===== config.mk =====
export PLATFORM = sky130hd
export DESIGN_NAME = pwm_ppd_div_cell
export DESIGN_NICKNAME = d
export VERILOG_FILES = /design/src/hdl/pwm_ppd_pkg.sv /design/src/hdl/pwm_ppd_div_cell.sv
export SDC_FILE = /design/constraint.sdc
export NUM_CORES = 1
export LEC_CHECK = 0
export ABC_AREA = 1
export BUFFER_PORTS_ARGS = -buffer_cell sky130_fd_sc_hd__buf_2
export CORE_ASPECT_RATIO = 0.8
export CORE_MARGIN = 10
export CORE_UTILIZATION = 43
export DETAILED_ROUTE_END_ITERATION = 16
export PLACE_DENSITY = 0.77
export SLEW_MARGIN = 30
export SYNTH_ARGS = -nofsm -noshare
export SYNTH_HDL_FRONTEND = slang
export SYNTH_SLANG_ARGS = --single-unit

===== constraint.sdc =====
create_clock -name clk_i -period 0.8 [get_ports clk_i]
set_input_delay 0.08 -clock clk_i [delete_from_list [all_inputs] [get_ports clk_i]]
set_output_delay 0.08 -clock clk_i [all_outputs]
set_load 0.02 [all_outputs]

===== src/hdl/pwm_ppd_pkg.sv =====
`timescale 1ns / 1ps

package pwm_ppd_pkg;

  localparam int unsigned DivW = 32;
  localparam int unsigned ModW = 16;
  localparam int unsigned DutyW = 16;
  localparam int unsigned IdxW = 3;
  localparam int unsigned LastIndex = 7;
  localparam logic [DivW-1:0] ModMax = 32'd65535;
  localparam logic [DivW-1:0] ClockReset = 32'd48000000;
  localparam logic [3:0] ChannelReset = 4'd0;
  localparam logic [3:0] LastChannel = 4'd7;
  localparam logic [DivW-1:0] HalfLsb = 32'h0000_8000;

  localparam logic [1:0] StatusOk = 2'd0;
  localparam logic [1:0] StatusBadChannel = 2'd1;
  localparam logic [1:0] StatusZeroFreq = 2'd2;

  localparam logic CfgClockHz = 1'b0;
  localparam logic CfgChannel = 1'b1;

  typedef struct packed {
    logic [31:0] frequency_hz;
    logic [15:0] duty_fraction;
  } req_t;

  typedef struct packed {
    logic [2:0]  prescale_index;
    logic [15:0] period_modulo;
    logic [15:0] compare_value;
    logic [1:0]  status;
  } res_t;

  typedef struct packed {
    logic             valid;
    logic [DivW-1:0]  rem;
    logic [DivW-1:0]  num;
    logic [DivW-1:0]  den;
    logic [DutyW-1:0] duty;
    logic             zero_freq;
    logic             bad_channel;
  } cell_t;

endpackage


===== src/hdl/pwm_ppd_div_cell.sv =====
`timescale 1ns / 1ps

module pwm_ppd_div_cell (
  input  logic                clk_i,
  input  logic                rst_ni,
  input  pwm_ppd_pkg::cell_t  cell_i,
  output pwm_ppd_pkg::cell_t  cell_o
);

  logic                        valid_q;
  pwm_ppd_pkg::cell_t          data_q;
  pwm_ppd_pkg::cell_t          data_d;
  logic [pwm_ppd_pkg::DivW:0]  shifted;
  logic [pwm_ppd_pkg::DivW:0]  diff;

  always_comb begin
    data_d = cell_i;
    shifted = {cell_i.rem, cell_i.num[pwm_ppd_pkg::DivW-1]};
    diff = shifted - {1'b0, cell_i.den};
    if (!diff[pwm_ppd_pkg::DivW]) begin
      data_d.rem = diff[pwm_ppd_pkg::DivW-1:0];
      data_d.num = {cell_i.num[pwm_ppd_pkg::DivW-2:0], 1'b1};
    end else begin
      data_d.rem = shifted[pwm_ppd_pkg::DivW-1:0];
      data_d.num = {cell_i.num[pwm_ppd_pkg::DivW-2:0], 1'b0};
    end
  end

  always_ff @(posedge clk_i or negedge rst_ni) begin
    if (!rst_ni) begin
      valid_q <= 1'b0;
    end else begin
      valid_q <= cell_i.valid;
    end
  end

  always_ff @(posedge clk_i) begin
    data_q <= data_d;
  end

  always_comb begin
    cell_o = data_q;
    cell_o.valid = valid_q;
  end

endmodule


==> results.md, run 1 <==
* Syn_nets at roughly 950
* Die height at between 100 and 150 um
* Register area share after synthesis at roughly 42%
* Top-level port count at 232
* Root Driver: clkbuf_16
* Ys async rst share at less than 1%
* CTS Buffer Depth at 2
* Status: stopped before the end
* #FFs+latches synth at 115
* Failing step: 5_1_grt
* Commonest cells in the netlist: 335 x nand2_1, 157 x inv_1, 114 x dfxtp_1
* Clock sinks at about 120
* Dpl hpwl at about 16,000 um
* Row count at 36
* Initial antenna violation count at 12
* # port buffers at 231
* Htree depth at 4
* Post-synth cell types at 26
* Worst EP post-GRT repair: cell_o[98]$_DFF_P_/D
* Count leader, synth: nand2_1
* Largest net degree at the start of global routing at 17
* Top FF cell, synth: dfxtp_1
* Worst End Pin Type: register data pin
* Top cells by area, synth: dfxtp_1 42%, nand2_1 23%, inv_1 11%, ha_1 7.3%, nand3_1 2.8%
* Cell count after synthesis at about 800
* First Err: [ERROR GRT-0232] Routing congestion too high. Check the congestion heatmap in the GUI.
* Average size of a mapped cell at about 6.9 um2
* Synthesized area at between 5000 and 6000 um2
* Remaining Overflow, GRT at 21
* Total CTS buffers at 17
* Placer congestion estimate at 0.959
* Post-synth EDFFs at 0
* Top cell type's share of synthesized area at between 40% and 50%
* Ys Warns at 0
* Die width at approximately 150 um
* Most area-hungry cell type in the Yosys netlist: dfxtp_1
* GRT Total Usage at approximately 65%
* Initial core utilization at 44.4%
stage by stage:
step                      util [%]  instance area (um2)  worst slack (ns)  std cells
after CTS                     87.0                10700            -0.729       1474
after global placement        63.1                 7790             -1.10       1317
after detailed placement      63.1                 7790             -1.17       1317
after floorplan                  -                 5520            -0.825        799
metal layers:
| metal | GRT overflow | GRT usage (%) |
|---|---|---|
| met2 | 7 | 81.8 |
| met5 | 0 | 20.0 |
| met1 | 1 | 62.3 |
| met3 | 2 | 54.7 |
| met4 | 11 | 64.4 |
cells by family after synthesis:
group / Yosys count / share of synthesized area (%)
xor+xnor: 15 / 2.40
buf+inv: 166 / 12.1
fa+ha+maj: 33 / 7.67
compound gates: 32 / 3.38
flops: 115 / 42.1
simple gates: 438 / 32.4
timing repair:
item / in CTS
gates cloned: 4
resized for setup: 375
hold endpoints to repair: 115
endpoints found under the setup margin: 148
buffers inserted: 4
hold buffers: 117
pin swaps: 5
==> run 2: changes to the inputs <==
--- a/config.mk
+++ b/config.mk
@@ -7,11 +7,10 @@
 export LEC_CHECK = 0
 export ABC_AREA = 1
 export BUFFER_PORTS_ARGS = -buffer_cell sky130_fd_sc_hd__buf_2
-export CORE_ASPECT_RATIO = 0.8
 export CORE_MARGIN = 10
-export CORE_UTILIZATION = 43
+export CORE_UTILIZATION = 40
 export DETAILED_ROUTE_END_ITERATION = 16
-export PLACE_DENSITY = 0.77
+export PLACE_DENSITY_LB_ADDON = 0.15
 export SLEW_MARGIN = 30
 export SYNTH_ARGS = -nofsm -noshare
 export SYNTH_HDL_FRONTEND = slang
==> constraint.sdc (replaced) <==
create_clock -name clk_i -period 1 [get_ports clk_i]
set_input_delay 0.1 -clock clk_i [delete_from_list [all_inputs] [get_ports clk_i]]
set_output_delay 0.1 -clock clk_i [all_outputs]
set_load 0.02 [all_outputs]
==> run 2 against run 1 <==
Net effect: the flow now finishes, with violations (negative setup slack); synthesized area unchanged; synthesized cell count unchanged.
==> results.md, run 2 <==
* Max-cap violations at 0
* Via density at 4.69
* Placer congestion estimate at between 0.8 and 0.9
* Cell count after synthesis at between 700 and 800
* Wire per inst at approximately 18 um
* Critical Path RT at roughly 1.4 ns
* Hold WC Path Type: primary input to flip-flop
* Final setup vio count at 43
* Worst-case hold slack at around 0.044 ns
* Syn_nets at approximately 950
* Top cells by area, synth: dfxtp_1 42%, nand2_1 23%, inv_1 11%, ha_1 7.3%, nand3_1 2.8%
* Residual DRC at 0
* Ys Warns at 0
* CP endpoint kind: flip-flop
* WP buf/inv at 5
* #FFs+latches synth at about 120
* Status: finished, violations left
* Most area-hungry cell type in the Yosys netlist: dfxtp_1
* Worst Path Arrival at ~2.0 ns
* Max FFs per register at around 110
* Largest net degree at the start of global routing at 17
* Register area share after synthesis at approximately 42%
* Die area at approximately 19,000 um2
* Design Area, Final at 10,900 um2
* Average size of a mapped cell at between 6 and 7 um2
* Final wirelength at roughly 27,000 um
* Clock sinks at around 120
* Initial antenna violation count at 0
* Synthesized area at about 5500 um2
* Critical Path Slowest Stage Cell: ha_4
* Unrepaired setup endpoints after global routing: true
* P&R area growth vs syn at 99.8%
* Crit share post-route at 160%
* Placed cell areas at roughly 7900 um2
* Die width at ~140 um
* Top FF cell, synth: dfxtp_1
* Leading cell type in the layout, fill and taps excluded: nand2_1
* Top-level port count at between 200 and 250
* Initial core utilization at around 41%
* Combinational share of power at approximately 33%
* Router iterations before antenna repair at 5
* Drt initial violations at 518
* Fin crit period at around 1.6 ns
* Global-route wire length before repair at 36,100 um
* Switching part of the total at around 33%
* Pwr Density at 1580 nW/um2
* Vias in the first global route at just under 7,000
* Fin. max-slew vios at 0
* Pwr Total at ~0.017 W
* Die height at between 100 and 150 um
* Top cell type's share of synthesized area at 41.7%
* Remaining Overflow, GRT at 0
* Int Pwr at about 0.012 W
* Post-synth EDFFs at 0
* CP max FO at 8
* Row count at 42
* Clock Pin Slew Worst Setup and Hold Paths at 0.06 ns
* Crit-path max cell delay at 0.23 ns
* Tightest Pin Transition at approximately 0.29 ns
* Count leader, synth: nand2_1
* Net count, final at approximately 1,500
* Crit Path Class: primary input to flip-flop
* Most used cell, CP: nand2_1
* CP Cell Sequence: buf_2, inv_1, ha_4, nand2_1, nand2_1, inv_1, nand2_1, nand2_1, nand2_2, a21oi_2, buf_4, nand3_2, nand2_4, clkbuf_16, nand2_1, nand2_1
* Final Hold Viols at 0
* Most frequent cells in the layout: 281 x nand2_1, 170 x buf_4, 152 x inv_1, 116 x dlygate4sd3_1, 115 x buf_2
* Post-synth cell types at 26
* Failing checks: negative setup slack
* Worst setup slack after layout at -0.595 ns
* Slew headroom at between 80% and 90%
* Leak at 6.01 nW
* Clock Power Share at between 30% and 40%
* Max VDD drop at about 1.1 mV
* Htree depth at 4
* # port buffers at 231
* Net switching power of the design at 0.00563 W
* Commonest cells in the netlist: 335 x nand2_1, 157 x inv_1, 114 x dfxtp_1
* GRT Total Usage at 24.5%
* Dpl hpwl at roughly 16,000 um
* Root Driver: clkbuf_16
* Core Area at around 13,000 um2
* Highest Clock Rate at around 630 MHz
* Flop pwr share at 30.6%
* Critical Path Start Type: primary input
* Post-route ant nets at 0
* Delay-heaviest family, CP: simple AND/OR/NAND/NOR gates
* Vias at roughly 7,000
* Ys async rst share at less than 1%
* Post-Route Setup TNS at -17.15 ns
* Total CTS buffers at 17
* CTS Buffer Depth at 2
* Share of post-route cells with drive strength above 1 at between 40% and 50%
* Pre-CTS WS at -0.966 ns
* CTS tree: built
==> run 2: cell counts after synthesis <==
No cell type changed its count.
==> run 2: timing repair <==
action / 4_1_cts / 5_1_grt
endpoints found under the setup margin: 66 / 141
pin swaps: 6 / 14
hold buffers: 116 / 0
gates resized for setup: 69 / 300
endpoints found under the hold margin: 115 / 0
gates cloned: 1 / 4
setup buffers: 1 / 5
==> run 2: final cells by class <==
cell class                      instances  area (um2)
Timing Repair Buffer                  491        4140
Clock buffer                           19         453
Fill cell                             795        2400
Tap cell                              176         220
Antenna cell                            1        2.50
Multi-Input combinational cell        518        3000
Clock inverter                         13         146
Inverter                              159         604
Sequential cell                       115        2380
==> run 2: power by group through the flow <==
| stage | logic [W] | registers [W] | clock network [W] |
|---|---|---|---|
| finish | 0.00562 | 0.00529 | 0.00634 |
| CTS | 0.00456 | 0.00513 | 0.00626 |
| detailed placement | 0.00399 | 0.00521 | 0 |
| global route | 0.00601 | 0.00531 | 0.00653 |
| floorplan | 0.00157 | 0.00579 | 0 |
| global placement | 0.00395 | 0.00521 | 0 |
==> run 2: cells by family after synthesis <==
kind of cell / synth area share [%]
AO/OA/AOI/OAI: 3.38
buffers and inverters: 12.1
AND/OR/NAND/NOR: 32.4
flip-flops: 42.1
adder cells (fa/ha/maj): 7.67
XOR/XNOR: 2.40
==> run 2: path summary, 6_finish.rpt <==
check / startpoint / end / slack, ns / depth (start not counted)
hold / removal: cell_i[18] / cell_o[82]$_DFF_P_ / 0.04 / 5
setup / recovery: cell_i[37] / cell_o[97]$_DFF_P_ / -0.60 / 16
max in group asynchronous: rst_ni / valid_q$_DFF_PN0_ / 0.37 / 3
min in group asynchronous: rst_ni / valid_q$_DFF_PN0_ / 0.52 / 3
==> run 2: stage by stage <==
stage | instances | util (%)
floorplan | 799 | -
global placement | 1332 | 59.0
detailed placement | 1332 | 59.0
CTS | 1482 | 74.0
global route | 1491 | 82.0
finish | 1492 | 82.0
==> run 2: per-layer routing <==
metal | vias to the layer above | GRT usage [%] | part of all wire (%)
met5 | - | 0 | 0
met2 | 330 | 42.6 | 50
met3 | 60 | 7.04 | 9.0
met1 | 3212 | 28.9 | 39
li1 | 3396 | - | -
met4 | 0 | 6.03 | 2.3
Note: power is estimated with default switching activity, not from simulation.
