**config.mk**
```make
export PLATFORM = sky130hd
export DESIGN_NAME = pwm_ppd_post
export DESIGN_NICKNAME = d
export VERILOG_FILES = /design/src/hdl/pwm_ppd_pkg.sv /design/src/hdl/pwm_ppd_post.sv
export SDC_FILE = /design/constraint.sdc
export NUM_CORES = 1
export LEC_CHECK = 0
export BUFFER_PORTS_ARGS = -buffer_cell sky130_fd_sc_hd__buf_2
export CORE_ASPECT_RATIO = 1.4
export CORE_MARGIN = 2
export CORE_UTILIZATION = 55
export CTS_BUF_LIST = sky130_fd_sc_hd__clkbuf_16
export DETAILED_ROUTE_END_ITERATION = 12
export MAX_ROUTING_LAYER = met4
export PLACE_DENSITY_LB_ADDON = 0.25
export SLEW_MARGIN = 20
export SYNTH_ARGS = -nofsm -noshare
export SYNTH_HDL_FRONTEND = slang
export SYNTH_SLANG_ARGS = --single-unit
```
**constraint.sdc**
```tcl
create_clock -name clk_i -period 12.1 [get_ports clk_i]
set_input_delay 1.21 -clock clk_i [delete_from_list [all_inputs] [get_ports clk_i]]
set_output_delay 1.21 -clock clk_i [all_outputs]
set_load 0.01 [all_outputs]
```
**src/hdl/pwm_ppd_pkg.sv**
```systemverilog
`timescale 1ns / 1ps

package pwm_ppd_pkg;

  localparam int unsigned DivW = 32;
  localparam int unsigned ModW = 16;
  localparam int unsigned DutyW = 16;
  localparam int unsigned IdxW = 3;
  localparam int unsigned LastIndex = 7;
  localparam logic [DivW-1:0] ModMax = 32'd65535;
  localparam logic [DivW-1:0] ClockReset = 32'd48000000;
  localparam logic [3:0] ChannelReset = 4'd0;
  localparam logic [3:0] LastChannel = 4'd7;
  localparam logic [DivW-1:0] HalfLsb = 32'h0000_8000;

  localparam logic [1:0] StatusOk = 2'd0;
  localparam logic [1:0] StatusBadChannel = 2'd1;
  localparam logic [1:0] StatusZeroFreq = 2'd2;

  localparam logic CfgClockHz = 1'b0;
  localparam logic CfgChannel = 1'b1;

  typedef struct packed {
    logic [31:0] frequency_hz;
    logic [15:0] duty_fraction;
  } req_t;

  typedef struct packed {
    logic [2:0]  prescale_index;
    logic [15:0] period_modulo;
    logic [15:0] compare_value;
    logic [1:0]  status;
  } res_t;

  typedef struct packed {
    logic             valid;
    logic [DivW-1:0]  rem;
    logic [DivW-1:0]  num;
    logic [DivW-1:0]  den;
    logic [DutyW-1:0] duty;
    logic             zero_freq;
    logic             bad_channel;
  } cell_t;

endpackage

```
**src/hdl/pwm_ppd_post.sv**
```systemverilog
`timescale 1ns / 1ps

module pwm_ppd_post (
  input  logic                clk_i,
  input  logic                rst_ni,
  input  pwm_ppd_pkg::cell_t  cell_i,
  output logic                valid_o,
  output pwm_ppd_pkg::res_t   res_o
);

  logic [pwm_ppd_pkg::IdxW-1:0]  idx_d, idx_q;
  logic [pwm_ppd_pkg::ModW-1:0]  mod_d, mod_q;
  logic [pwm_ppd_pkg::DutyW-1:0] duty_q;
  logic [1:0]                    status_d, status_q;
  logic                          zero_q;
  logic                          v1_q, v2_q;
  logic [pwm_ppd_pkg::DivW-1:0]  shifted;
  logic [pwm_ppd_pkg::DivW-1:0]  sum;
  pwm_ppd_pkg::res_t             res_d, res_q;

  always_comb begin
    idx_d = pwm_ppd_pkg::IdxW'(pwm_ppd_pkg::LastIndex);
    for (int j = pwm_ppd_pkg::LastIndex - 1; j >= 0; j--) begin
      if (cell_i.num <= (pwm_ppd_pkg::ModMax << j)) begin
        idx_d = pwm_ppd_pkg::IdxW'(j);
      end
    end
    shifted = cell_i.num >> idx_d;
    if (shifted == '0) begin
      mod_d = pwm_ppd_pkg::ModW'(1);
    end else if (shifted > pwm_ppd_pkg::ModMax) begin
      mod_d = pwm_ppd_pkg::ModMax[pwm_ppd_pkg::ModW-1:0];
    end else begin
      mod_d = shifted[pwm_ppd_pkg::ModW-1:0];
    end
    if (cell_i.zero_freq) begin
      status_d = pwm_ppd_pkg::StatusZeroFreq;
    end else if (cell_i.bad_channel) begin
      status_d = pwm_ppd_pkg::StatusBadChannel;
    end else begin
      status_d = pwm_ppd_pkg::StatusOk;
    end
  end

  always_comb begin
    sum = (pwm_ppd_pkg::DivW'(duty_q) * pwm_ppd_pkg::DivW'(mod_q)) + pwm_ppd_pkg::HalfLsb;
    res_d.status = status_q;
    if (zero_q) begin
      res_d.prescale_index = '0;
      res_d.period_modulo = '0;
      res_d.compare_value = '0;
    end else begin
      res_d.prescale_index = idx_q;
      res_d.period_modulo = mod_q;
      res_d.compare_value = sum[pwm_ppd_pkg::DivW-1:pwm_ppd_pkg::ModW];
    end
  end

  always_ff @(posedge clk_i or negedge rst_ni) begin
    if (!rst_ni) begin
      v1_q <= 1'b0;
      v2_q <= 1'b0;
    end else begin
      v1_q <= cell_i.valid;
      v2_q <= v1_q;
    end
  end

  always_ff @(posedge clk_i) begin
    idx_q <= idx_d;
    mod_q <= mod_d;
    duty_q <= cell_i.duty;
    status_q <= status_d;
    zero_q <= cell_i.zero_freq;
    res_q <= res_d;
  end

  assign valid_o = v2_q;
  assign res_o = res_q;

endmodule

```
* Word-level counts from Yosys, hierarchy flattened
Cells that the tools add are included. W data, S select, Z words.
Storage, ports and cells: register bits 77, bits of input ports 117, output and inout port bits 38, logic and storage cells 34
Cells by class: add/subtract/negate cells 1, $mul 1, magnitude comparators 8, shift operators 1, muxes and demuxes 9, reductions and logical operators 2
Operators with widths (count):
- $add A32 B16 Y32 const B | 1
- $gt A32 B16 Y1 const B | 1
- $le A32 B16 Y1 const B | 1
- $le A32 B17 Y1 const B | 1
- $le A32 B18 Y1 const B | 1
- $le A32 B19 Y1 const B | 1
- $le A32 B20 Y1 const B | 1
- $le A32 B21 Y1 const B | 1
- $le A32 B22 Y1 const B | 1
- $logic_not A32 Y1 | 1
- $mul A16 B16 Y32 | 1
- $shr A32 B3 Y32 | 1
- $mux W16 | 1
- $mux W3 | 5
- $mux W1 | 2
- $mux W2 | 1
- $reduce_or A2 Y1 | 1

* Depth between registers and ports, before layout
Gate-level depths: netlist of the first run.
word-level depth 11, depth in mapped cells 25, mapped depth without buffers 24

* Worst setup path before layout of the first run
OpenSTA, ideal clock, no wires.
kind flip-flop to flip-flop, from register mod_q[9] in the netlist's numbering, to register res_q (netlist bit res_o[7]), library setup time 0.128 ns, arrival 6.061 ns, required time 11.972 ns, path slack 5.911 ns, stages on the path, launching flop included 24, buffers on the path 2, clock period less this slack 6.189 ns, cell sequence dfxtp_1 -> clkbuf_1 -> clkbuf_1 -> nand2_1 -> fa_1 -> fa_1 -> inv_1 -> fa_1 -> fa_1 -> fa_1 -> inv_1 -> fa_1 -> inv_1 -> ha_1 -> a21o_1 -> a21o_1 -> a21oi_1 -> o311ai_0 -> and3_1 -> o21a_1 -> or2_2 -> a21oi_1 -> xor2_1 -> nor2_1
On the way: longest elaborated chain between the ends 2
Ends and longest elaborated chain:
- start, declared | RTL line pwm_ppd_post.sv:12 | logic [pwm_ppd_pkg::ModW-1:0] mod_d, mod_q;
- start signal, assigned | RTL line pwm_ppd_post.sv:71 | mod_q <= mod_d;
- $mul A16 B16 Y32 | RTL line pwm_ppd_post.sv:46 | sum = (pwm_ppd_pkg::DivW'(duty_q) * pwm_ppd_pkg::DivW'(mod_q)) + pwm_ppd_pkg::HalfLsb;
- $add A32 B16 Y32 | RTL line pwm_ppd_post.sv:46
- end signal, assigned | RTL line pwm_ppd_post.sv:75 | res_q <= res_d;
- end, declared | RTL line pwm_ppd_post.sv:19 | pwm_ppd_pkg::res_t res_d, res_q;
Every way passes these cells. A chain may end at the register's enable or synchronous reset.

* Worst setup path after layout of the first run
from register mod_q[10] in the netlist's numbering, to register res_q (netlist bit res_o[7])
Same word-level chain as after synthesis.

==> metrics.log, run 1 <==
[metrics] Die Wd: 124 um
[metrics] PnR Total Power: 3860 uW
[metrics] category of the worst setup path capture point: flip-flop
[metrics] total vias in the final route: 8324
[metrics] detailed-router iteration count before antenna repair: 6
[metrics] Die Ht: 172 um
[metrics] sequential-to-total area share from yosys stat: 14.0%
[metrics] arrival time of the worst setup path: 7030 ps
[metrics] final critical path time including I/O delays and setup: 6800 ps
[metrics] number of setup buffers added after CTS: 0
[metrics] synthesized netlist net count: 1635
[metrics] path depth of the worst reg2reg path: 21
[metrics] biggest area consumer among synthesized cells: sky130_fd_sc_hd__fa_1
[metrics] RR Endpoint: res_o[7]
[metrics] worst setup path class: flip-flop to flip-flop
[metrics] GRT Resource Usage Total: 26.6%
[metrics] synthesis-stage register bit count: 77
[metrics] Slew Limit Fails: 0
[metrics] WP data required: 12320 ps
[metrics] Worst Clk Skew: 9.28 ps
[metrics] TritonCTS clock tree: done
[metrics] Mapped Avg Cell Area: 9.12 um^2
[metrics] sum of negative setup slack: 0 ps
[metrics] worst rel slew slack: 43.2%
[metrics] post-route ant nets: 0
[metrics] final cell count without fillers: 1526
[metrics] CP cell instances: nand2_1, fa_1, fa_1, inv_1, fa_1, fa_1, fa_1, inv_1, fa_1, inv_1, ha_1, a21o_1, a21o_1, a21oi_1, o21ai_0, and3_1, o21a_1, or2_2, a21oi_1, xor2_1, nor2_1
[metrics] worst reg2reg path startpoint: mod_q[10]
[metrics] P&R area growth vs syn: 8.20%
[metrics] power per cell area: 323 nW/um^2
[metrics] slew at the pin closest to its max-slew limit: 852 ps
[metrics] ports placed on the boundary: 155
[metrics] proportion of layout cells with a drive suffix above 1: 10.2%
[metrics] starting density of the core: 55.9%
[metrics] final cycle utilization of the critical path: 56.2%
[metrics] min-delay worst type: flip-flop to flip-flop
[metrics] final wirelength: 25600 um
[metrics] Critical Path Fanout Max: 17
[metrics] maximum number of buffers from clock root to sink: 2
[metrics] clock network fraction of design power: 7.2%
[metrics] count of flip-flops with a built-in enable after synthesis: 0
[metrics] final core utilization: 60.5%
[metrics] cell area after synthesis: 11000 um^2
[metrics] share of total power in combinational logic: 84.3%
[metrics] placed standard-cell area: 11700 um^2
[metrics] top cells by area, synth: sky130_fd_sc_hd__fa_1 (35%), sky130_fd_sc_hd__dfxtp_1 (14%), sky130_fd_sc_hd__ha_1 (13%)
[metrics] IR Drop Worst-Case VDD: 0.467 mV
[metrics] fraction of power spent switching nets: 50.8%
[metrics] number of stages on the worst hold path: 0
[metrics] Fmax: 147 MHz
[metrics] Leakage: 0.00625 uW
[metrics] result of the run: completed
[metrics] maximum single-stage delay on the critical path: 830 ps
[metrics] wire length of the first global-routing pass: 42200 um
[metrics] dpl hpwl: 20000 um
[metrics] Post-CTS Hold Fix Bufs: 0
[metrics] Most common cell on crit path: sky130_fd_sc_hd__fa_1
[metrics] library cell used as clock root buffer: sky130_fd_sc_hd__clkbuf_16
[metrics] count of final setup violators: 0
[metrics] terminating pin of the worst hold path: res_o[0]
[metrics] number of global-route vias before repair: 8788
[metrics] Total Die Area: 21300 um^2
[metrics] critical path startpoint category: flip-flop
[metrics] Skew-Pair Late Insertion Delay: 350 ps
[metrics] unrepaired setup endpoints after global routing: no
[metrics] CTS clock-pin slew for the worst setup and hold paths: 60 ps
[metrics] worst hold path startpoint: status_q[0]
[metrics] count of placed standard cells including taps: 1509
[metrics] Synth top area share: 35.0%
[metrics] total core area: 19800 um^2
[metrics] Switching Power: 1960 uW
[metrics] total of max-cap violations: 0
[metrics] Mapped Cells: 1212
[metrics] launch point of the worst path: mod_q[10]
[metrics] sequential standard cell area: 1550 um^2
[metrics] remaining global-route overflow: 0
[metrics] FFs w/ async S/R, synth: 2.60%
[metrics] # H-tree levels: 3
[metrics] most common flop cell mapped by yosys: sky130_fd_sc_hd__dfxtp_1
[metrics] maximum number of pins on one net before global-route repair: 36
[metrics] final weighted congestion in routability-driven placement: 0.902
[metrics] most repeated cell in the gate-level netlist after synthesis: sky130_fd_sc_hd__inv_1
[metrics] area of combinational cells with multiple inputs: 8390 um^2
[metrics] sequential group share of total power: 8.5%
[metrics] TritonCTS Sinks: 77
[metrics] fin area: 12000 um^2
[metrics] Yosys cell types: 62
[metrics] Iter 0 DRT Violations: 300
[metrics] std cell rows: 61
[metrics] internal power: 1900 uW
[metrics] post-DR vias/cell: 5.45
[metrics] warnings from Yosys: 0
[metrics] antenna violations before repair: 1
[metrics] per-cell routed wire length: 16.8 um
[metrics] standard cell with the maximum stage delay on the critical path: sky130_fd_sc_hd__dfxtp_1
[metrics] number of buffers created by CTS: 9
[metrics] final hold violation count: 0
[metrics] DRC viols: 0
[metrics] number of instances resized during post-cts repair: 0
[metrics] top cell types by occurrence after synthesis: sky130_fd_sc_hd__inv_1 (238), sky130_fd_sc_hd__fa_1 (193), sky130_fd_sc_hd__nand2_1 (167)
[metrics] number of nets in the layout: 1691
[metrics] number of I/O port buffers: 90
[metrics] final-layout fill cell count: 1755
[metrics] slack of the worst reg-to-reg path: 5300 ps
==> cells in the final DEF, fill, tap and decap left out, types with 4 or more instances in the layout <==
cell	synthesis	layout
sky130_fd_sc_hd__o211ai_1	4	4
sky130_fd_sc_hd__nand4_1	11	11
sky130_fd_sc_hd__a31oi_1	4	4
sky130_fd_sc_hd__buf_4	1	6
sky130_fd_sc_hd__mux2i_1	31	31
sky130_fd_sc_hd__ha_1	113	113
sky130_fd_sc_hd__nor3_1	10	10
sky130_fd_sc_hd__and2_1	119	119
sky130_fd_sc_hd__nand3_1	14	14
sky130_fd_sc_hd__a21oi_1	23	22
sky130_fd_sc_hd__a21o_1	9	9
sky130_fd_sc_hd__inv_1	238	238
sky130_fd_sc_hd__xor2_1	8	8
sky130_fd_sc_hd__clkbuf_16	0	9
sky130_fd_sc_hd__dfxtp_1	75	75
sky130_fd_sc_hd__fa_1	193	193
sky130_fd_sc_hd__o21ai_0	11	11
sky130_fd_sc_hd__xnor2_1	8	8
sky130_fd_sc_hd__and3_1	8	8
sky130_fd_sc_hd__nor2_1	34	34
sky130_fd_sc_hd__buf_2	6	90
sky130_fd_sc_hd__mux2_2	5	5
sky130_fd_sc_hd__nor2b_1	23	23
sky130_fd_sc_hd__nand2_1	167	167
==> how the worst max path moves through the flow <==
stage	slack (ps)	cells past startpoint	end
floorplan	5910	23	res_o[7]
global placement	5280	21	res_o[7]
detailed placement	5220	21	res_o[7]
CTS	5210	21	res_o[7]
global route	4920	21	res_o[7]
finish	5300	21	res_o[7]
==> routing by layer <==
layer | part of all wire, % | vias up | GRT usage (%) | routed length [um]
li1 | - | 3827 | - | -
met1 | 38 | 4190 | 31.0 | 9660
met2 | 54 | 256 | 47.3 | 13900
met3 | 5.1 | 51 | 2.88 | 1300
met4 | 3.0 | 0 | 9.44 | 769
met5 | 0 | - | - | 0
==> cell families (layout without fill, tap and decap cells) <==
logic type	Yosys count	after routing	share of synthesized area [%]
xor gates and xnor gates	16	16	1.27
and+or+nand+nor	405	405	18.3
muxes	37	37	3.42
adders and majority gates	306	306	47.8
DFF	77	77	14.0
buffers and inverters	291	352	10.1
AOI/OAI and AO/OA	80	80	5.10
other	0	1	0
==> worst max-delay path: cells and delay by family (launching register included) <==
family | cells | cell delay, ps
flops | 1 | 830
compound gates | 6 | 1220
buf+inv | 3 | 150
fa+ha+maj | 7 | 3450
simple gates | 4 | 880
xor+xnor | 1 | 160
==> metrics by stage <==
| step | hold WS [ps] | worst slack [ps] |
|---|---|---|
| global placement | 312 | 5280 |
| detailed placement | 312 | 5220 |
| finish | 326 | 5300 |
| global route | 333 | 4920 |
| CTS | 326 | 5210 |
| floorplan | 310 | 5910 |
==> flip-flops by register name, summed over array words and instances, names as in the netlist <==
register,flops
res_o,37
duty_q,16
mod_q,16
idx_q,3
status_q,2
v1_q,1
valid_o,1
zero_q,1
==> power groups by stage <==
stage	Sequential (uW)	Clock, uW	Combinational (uW)
2_1_floorplan	337	0	2500
3_3_place_gp	334	0	3190
3_5_place_dp	336	0	3280
4_1_cts	330	282	3320
5_1_grt	333	294	3790
6_report	330	277	3260
==> final cells by class <==
cell class / count / share of cell area [%]
Multi-Input combinational cell: 844 / 70.2
Sequential cell: 77 / 13.0
Inverter: 240 / 7.54
Timing Repair Buffer: 96 / 4.14
Tap cell: 252 / 2.64
Clock buffer: 9 / 1.88
Clock inverter: 7 / 0.618
Antenna cell: 1 / 0.0209
(Power assumes the default switching activity.)
==> run 2, diff against run 1 <==
--- a/config.mk
+++ b/config.mk
@@ -5,6 +5,7 @@
 export SDC_FILE = /design/constraint.sdc
 export NUM_CORES = 1
 export LEC_CHECK = 0
+export ABC_AREA = 1
 export BUFFER_PORTS_ARGS = -buffer_cell sky130_fd_sc_hd__buf_2
 export CORE_ASPECT_RATIO = 1.4
 export CORE_MARGIN = 2
==> constraint.sdc (replaced) <==
create_clock -name clk_i -period 6.1 [get_ports clk_i]
set_input_delay 0.61 -clock clk_i [delete_from_list [all_inputs] [get_ports clk_i]]
set_output_delay 0.61 -clock clk_i [all_outputs]
set_load 0.01 [all_outputs]
==> metrics.log, run 2 <==
[metrics] ports placed on the boundary: 155 (unchanged)
[metrics] count of flip-flops with a built-in enable after synthesis: 0 (unchanged)
[metrics] per-cell routed wire length: 15.5 um (was 16.8 um)
[metrics] placed standard-cell area: 13000 um^2 (was 11700 um^2)
[metrics] Total Die Area: 23200 um^2 (was 21300 um^2)
[metrics] sequential standard cell area: 1570 um^2 (was 1550 um^2)
[metrics] number of nets in the layout: 2135 (was 1691)
[metrics] Critical Path Fanout Max: 11 (was 17)
[metrics] Slew Limit Fails: 0 (unchanged)
[metrics] biggest area consumer among synthesized cells: sky130_fd_sc_hd__fa_1 (unchanged)
[metrics] count of placed standard cells including taps: 1998 (was 1509)
[metrics] Mapped Cells: 1639 (was 1212)
[metrics] critical path startpoint category: flip-flop (unchanged)
[metrics] P&R area growth vs syn: 9.78% (was 8.20%)
[metrics] worst reg2reg path startpoint: mod_q[9] (was mod_q[10])
[metrics] number of flip-flops under the largest register name: 37 (unchanged)
[metrics] final cell count without fillers: 2014 (was 1526)
[metrics] arrival time of the worst setup path: 6080 ps (was 7030 ps)
[metrics] area of combinational cells with multiple inputs: 8630 um^2 (was 8390 um^2)
[metrics] maximum number of buffers from clock root to sink: 2 (unchanged)
[metrics] Iter 0 DRT Violations: 540 (was 300)
[metrics] final wirelength: 31300 um (was 25600 um)
[metrics] most frequent cells in the layout: sky130_fd_sc_hd__inv_1 (418), sky130_fd_sc_hd__nand2_1 (393), sky130_fd_sc_hd__fa_1 (193) (was sky130_fd_sc_hd__inv_1 (238), sky130_fd_sc_hd__fa_1 (193), sky130_fd_sc_hd__nand2_1 (167))
[metrics] TritonCTS Sinks: 77 (unchanged)
[metrics] detailed-router iteration count before antenna repair: 7 (was 6)
[metrics] dominant combinational cell family by area after synthesis: adder cells (unchanged)
[metrics] antenna violations before repair: 0 (was 1)
[metrics] multiplexer share of the synthesized area: 0% (was 3.42%)
[metrics] GRT Resource Usage Total: 29.4% (was 26.6%)
[metrics] top cells by area, synth: sky130_fd_sc_hd__fa_1 (32%), sky130_fd_sc_hd__inv_1 (13%), sky130_fd_sc_hd__dfxtp_1 (12%) (was sky130_fd_sc_hd__fa_1 (35%), sky130_fd_sc_hd__dfxtp_1 (14%), sky130_fd_sc_hd__ha_1 (13%))
[metrics] basic-gate share of the synthesized area counting and, or, nand and nor cells: 22.9% (was 18.3%)
[metrics] slack of the worst reg-to-reg path: 260 ps (was 5300 ps)
[metrics] Die Wd: 129 um (was 124 um)
[metrics] final hold violation count: 0 (unchanged)
[metrics] number of global-route vias before repair: 10800 (was 8788)
[metrics] final weighted congestion in routability-driven placement: 0.962 (was 0.902)
[metrics] Worst Hold Margin: 31.1 ps (was 326 ps)
[metrics] slew at the pin closest to its max-slew limit: 842 ps (was 852 ps)
[metrics] dpl hpwl: 26300 um (was 20000 um)
[metrics] remaining global-route overflow: 0 (unchanged)
[metrics] worst rel slew slack: 43.8% (was 43.2%)
[metrics] library cell used as clock root buffer: sky130_fd_sc_hd__clkbuf_16 (unchanged)
[metrics] maximum single-stage delay on the critical path: 680 ps (was 830 ps)
[metrics] proportion of layout cells with a drive suffix above 1: 11.2% (was 10.2%)
[metrics] TritonCTS clock tree: done (unchanged)
[metrics] Die Ht: 179 um (was 172 um)
[metrics] final-layout fill cell count: 2042 (was 1755)
[metrics] std cell rows: 64 (was 61)
[metrics] most repeated cell in the gate-level netlist after synthesis: sky130_fd_sc_hd__inv_1 (unchanged)
[metrics] final cycle utilization of the critical path: 95.7% (was 56.2%)
[metrics] top cell types by occurrence after synthesis: sky130_fd_sc_hd__inv_1 (418), sky130_fd_sc_hd__nand2_1 (393), sky130_fd_sc_hd__fa_1 (193) (was sky130_fd_sc_hd__inv_1 (238), sky130_fd_sc_hd__fa_1 (193), sky130_fd_sc_hd__nand2_1 (167))
[metrics] WP data required: 6340 ps (was 12320 ps)
[metrics] synthesized-area fraction occupied by ao, oa, aoi and oai cells: 4.50% (was 5.10%)
[metrics] min-delay worst type: input pin to async pin (was flip-flop to flip-flop)
[metrics] category of the worst setup path capture point: flip-flop (unchanged)
[metrics] unrepaired setup endpoints after global routing: no (unchanged)
[metrics] post-DR vias/cell: 5.20 (was 5.45)
[metrics] CTS clock-pin slew for the worst setup and hold paths: 60 ps (about the same)
[metrics] Synth top area share: 32.0% (was 35.0%)
[metrics] starting density of the core: 55.7% (was 55.9%)
[metrics] leading cell type in the layout, fill and taps excluded: sky130_fd_sc_hd__inv_1 (unchanged)
[metrics] RR Endpoint: res_o[15] (was res_o[7])
[metrics] sequential-to-total area share from yosys stat: 12.8% (was 14.0%)
[metrics] wire length of the first global-routing pass: 52100 um (was 42200 um)
[metrics] number of I/O port buffers: 90 (unchanged)
[metrics] Mapped Avg Cell Area: 7.38 um^2 (was 9.12 um^2)
[metrics] Skew-Pair Late Insertion Delay: 350 ps (about the same)
[metrics] post-route ant nets: 0 (unchanged)
[metrics] Top Family by Delay on Critical Path: adder cells (unchanged)
[metrics] Fmax: 171 MHz (was 147 MHz)
[metrics] most common flop cell mapped by yosys: sky130_fd_sc_hd__dfxtp_1 (unchanged)
[metrics] standard cell with the maximum stage delay on the critical path: sky130_fd_sc_hd__dfxtp_1 (unchanged)
[metrics] total vias in the final route: 10500 (was 8324)
[metrics] total of max-cap violations: 0 (unchanged)
[metrics] cell area after synthesis: 12100 um^2 (was 11000 um^2)
[metrics] warnings from Yosys: 0 (unchanged)
[metrics] maximum number of pins on one net before global-route repair: 28 (was 36)
[metrics] Worst Clk Skew: 11.0 ps (was 9.28 ps)
[metrics] result of the run: completed (unchanged)
[metrics] count of final setup violators: 0 (unchanged)
[metrics] Post-CTS Hold Fix Bufs: 0 (unchanged)
[metrics] path depth of the worst reg2reg path: 21 (unchanged)
[metrics] DRC viols: 0 (unchanged)
[metrics] adder-cell area share of the yosys netlist: 43.7% (was 47.8%)
[metrics] count of buffer and inverter cells on the critical path: 6 (was 3)
[metrics] Antenna Diode Count: 0 (was 1)
[metrics] CP cell instances: nand2_1, fa_1, inv_1, fa_1, inv_1, fa_1, inv_1, fa_1, fa_1, inv_1, fa_1, inv_1, ha_1, a21oi_1, inv_1, a21oi_1, o31ai_1, a221oi_1, nand3_1, nand2_1, nor2_1 (was nand2_1, fa_1, fa_1, inv_1, fa_1, fa_1, fa_1, inv_1, fa_1, inv_1, ha_1, a21o_1, a21o_1, a21oi_1, o21ai_0, and3_1, o21a_1, or2_2, a21oi_1, xor2_1, nor2_1)
[metrics] final critical path time including I/O delays and setup: 5840 ps (was 6800 ps)
[metrics] FFs w/ async S/R, synth: 2.60% (unchanged)
[metrics] worst setup path class: flip-flop to flip-flop (unchanged)
[metrics] Post-Synth XOR/XNOR Area: 0.290% (was 1.27%)
[metrics] synthesis-stage register bit count: 77 (unchanged)
[metrics] sum of negative setup slack: 0 ps (unchanged)
[metrics] # H-tree levels: 3 (unchanged)
[metrics] fin area: 13300 um^2 (was 12000 um^2)
[metrics] total core area: 21700 um^2 (was 19800 um^2)
[metrics] synthesized netlist net count: 2062 (was 1635)
[metrics] Yosys cell types: 40 (was 62)
[metrics] number of buffers created by CTS: 9 (unchanged)
## run 2: cell count changes after synthesis, sizes merged, moves of 9 or more
cell    delta
nor2b     -23
o21ai     +10
nor2      +70
inv      +180
and2     -118
a21oi     +27
clkbuf    +26
a21o       -9
nand3    +109
nand2    +230
mux2i     -31
## run 2: final cells by class
class | count | area share (%)
tap | 297 | 2.80
clock inverter | 7 | 0.377
sequential | 77 | 11.8
inverter | 420 | 11.9
timing repair buffer | 144 | 6.45
multi-input combinational | 1060 | 65.0
clock buffer | 9 | 1.70
## run 2: per-stage QoR
stage          worst slack (ps)  util (%)
3_3_place_gp                188      59.8
2_1_floorplan               573         -
3_5_place_dp               72.8      59.8
6_report                    259      61.2
5_1_grt                    4.36      61.2
4_1_cts                    46.0      61.1
## run 2: worst max path at each step
| stage | slack, ps | end | start | cells after the start |
|---|---|---|---|---|
| after floorplan | 570 | res_o[8] | mod_q[3] | 21 |
| after global placement | 190 | res_o[8] | mod_q[2] | 20 |
| after detailed placement | 70 | res_o[8] | mod_q[2] | 20 |
| after CTS | 50 | res_o[8] | mod_q[2] | 20 |
| after global routing | 4 | res_o[8] | mod_q[9] | 21 |
| final | 260 | res_o[15] | mod_q[9] | 21 |
## run 2: routing by layer
| layer | vias up | GRT usage [%] | wire length, um | part of all wire, % |
|---|---|---|---|---|
| li1 | 4987 | - | - | - |
| met1 | 5066 | 31.1 | 11000 | 35 |
| met2 | 312 | 54.0 | 17500 | 56 |
| met3 | 99 | 2.47 | 1170 | 3.7 |
| met4 | 0 | 13.9 | 1620 | 5.2 |
| met5 | - | - | 0 | 0 |
## run 2: what timing repair did
| action | 4_1_cts | 5_1_grt |
|---|---|---|
| endpoints found under the setup margin | 0 | 12 |
| gates resized for setup | 0 | 15 |
| setup buffers | 0 | 0 |
## run 2: logic make-up (layout without fill, tap and decap cells)
| family | after synthesis | after routing |
|---|---|---|
| compound gates | 94 | 94 |
| xor+xnor | 4 | 4 |
| fa+ha+maj | 306 | 306 |
| buf+inv | 502 | 580 |
| flops | 77 | 77 |
| simple gates | 656 | 656 |
Power of run 2 is left out: the tool's default activity adds up to more than one toggle a clock period on the data nets, which glitch-free logic cannot reach.
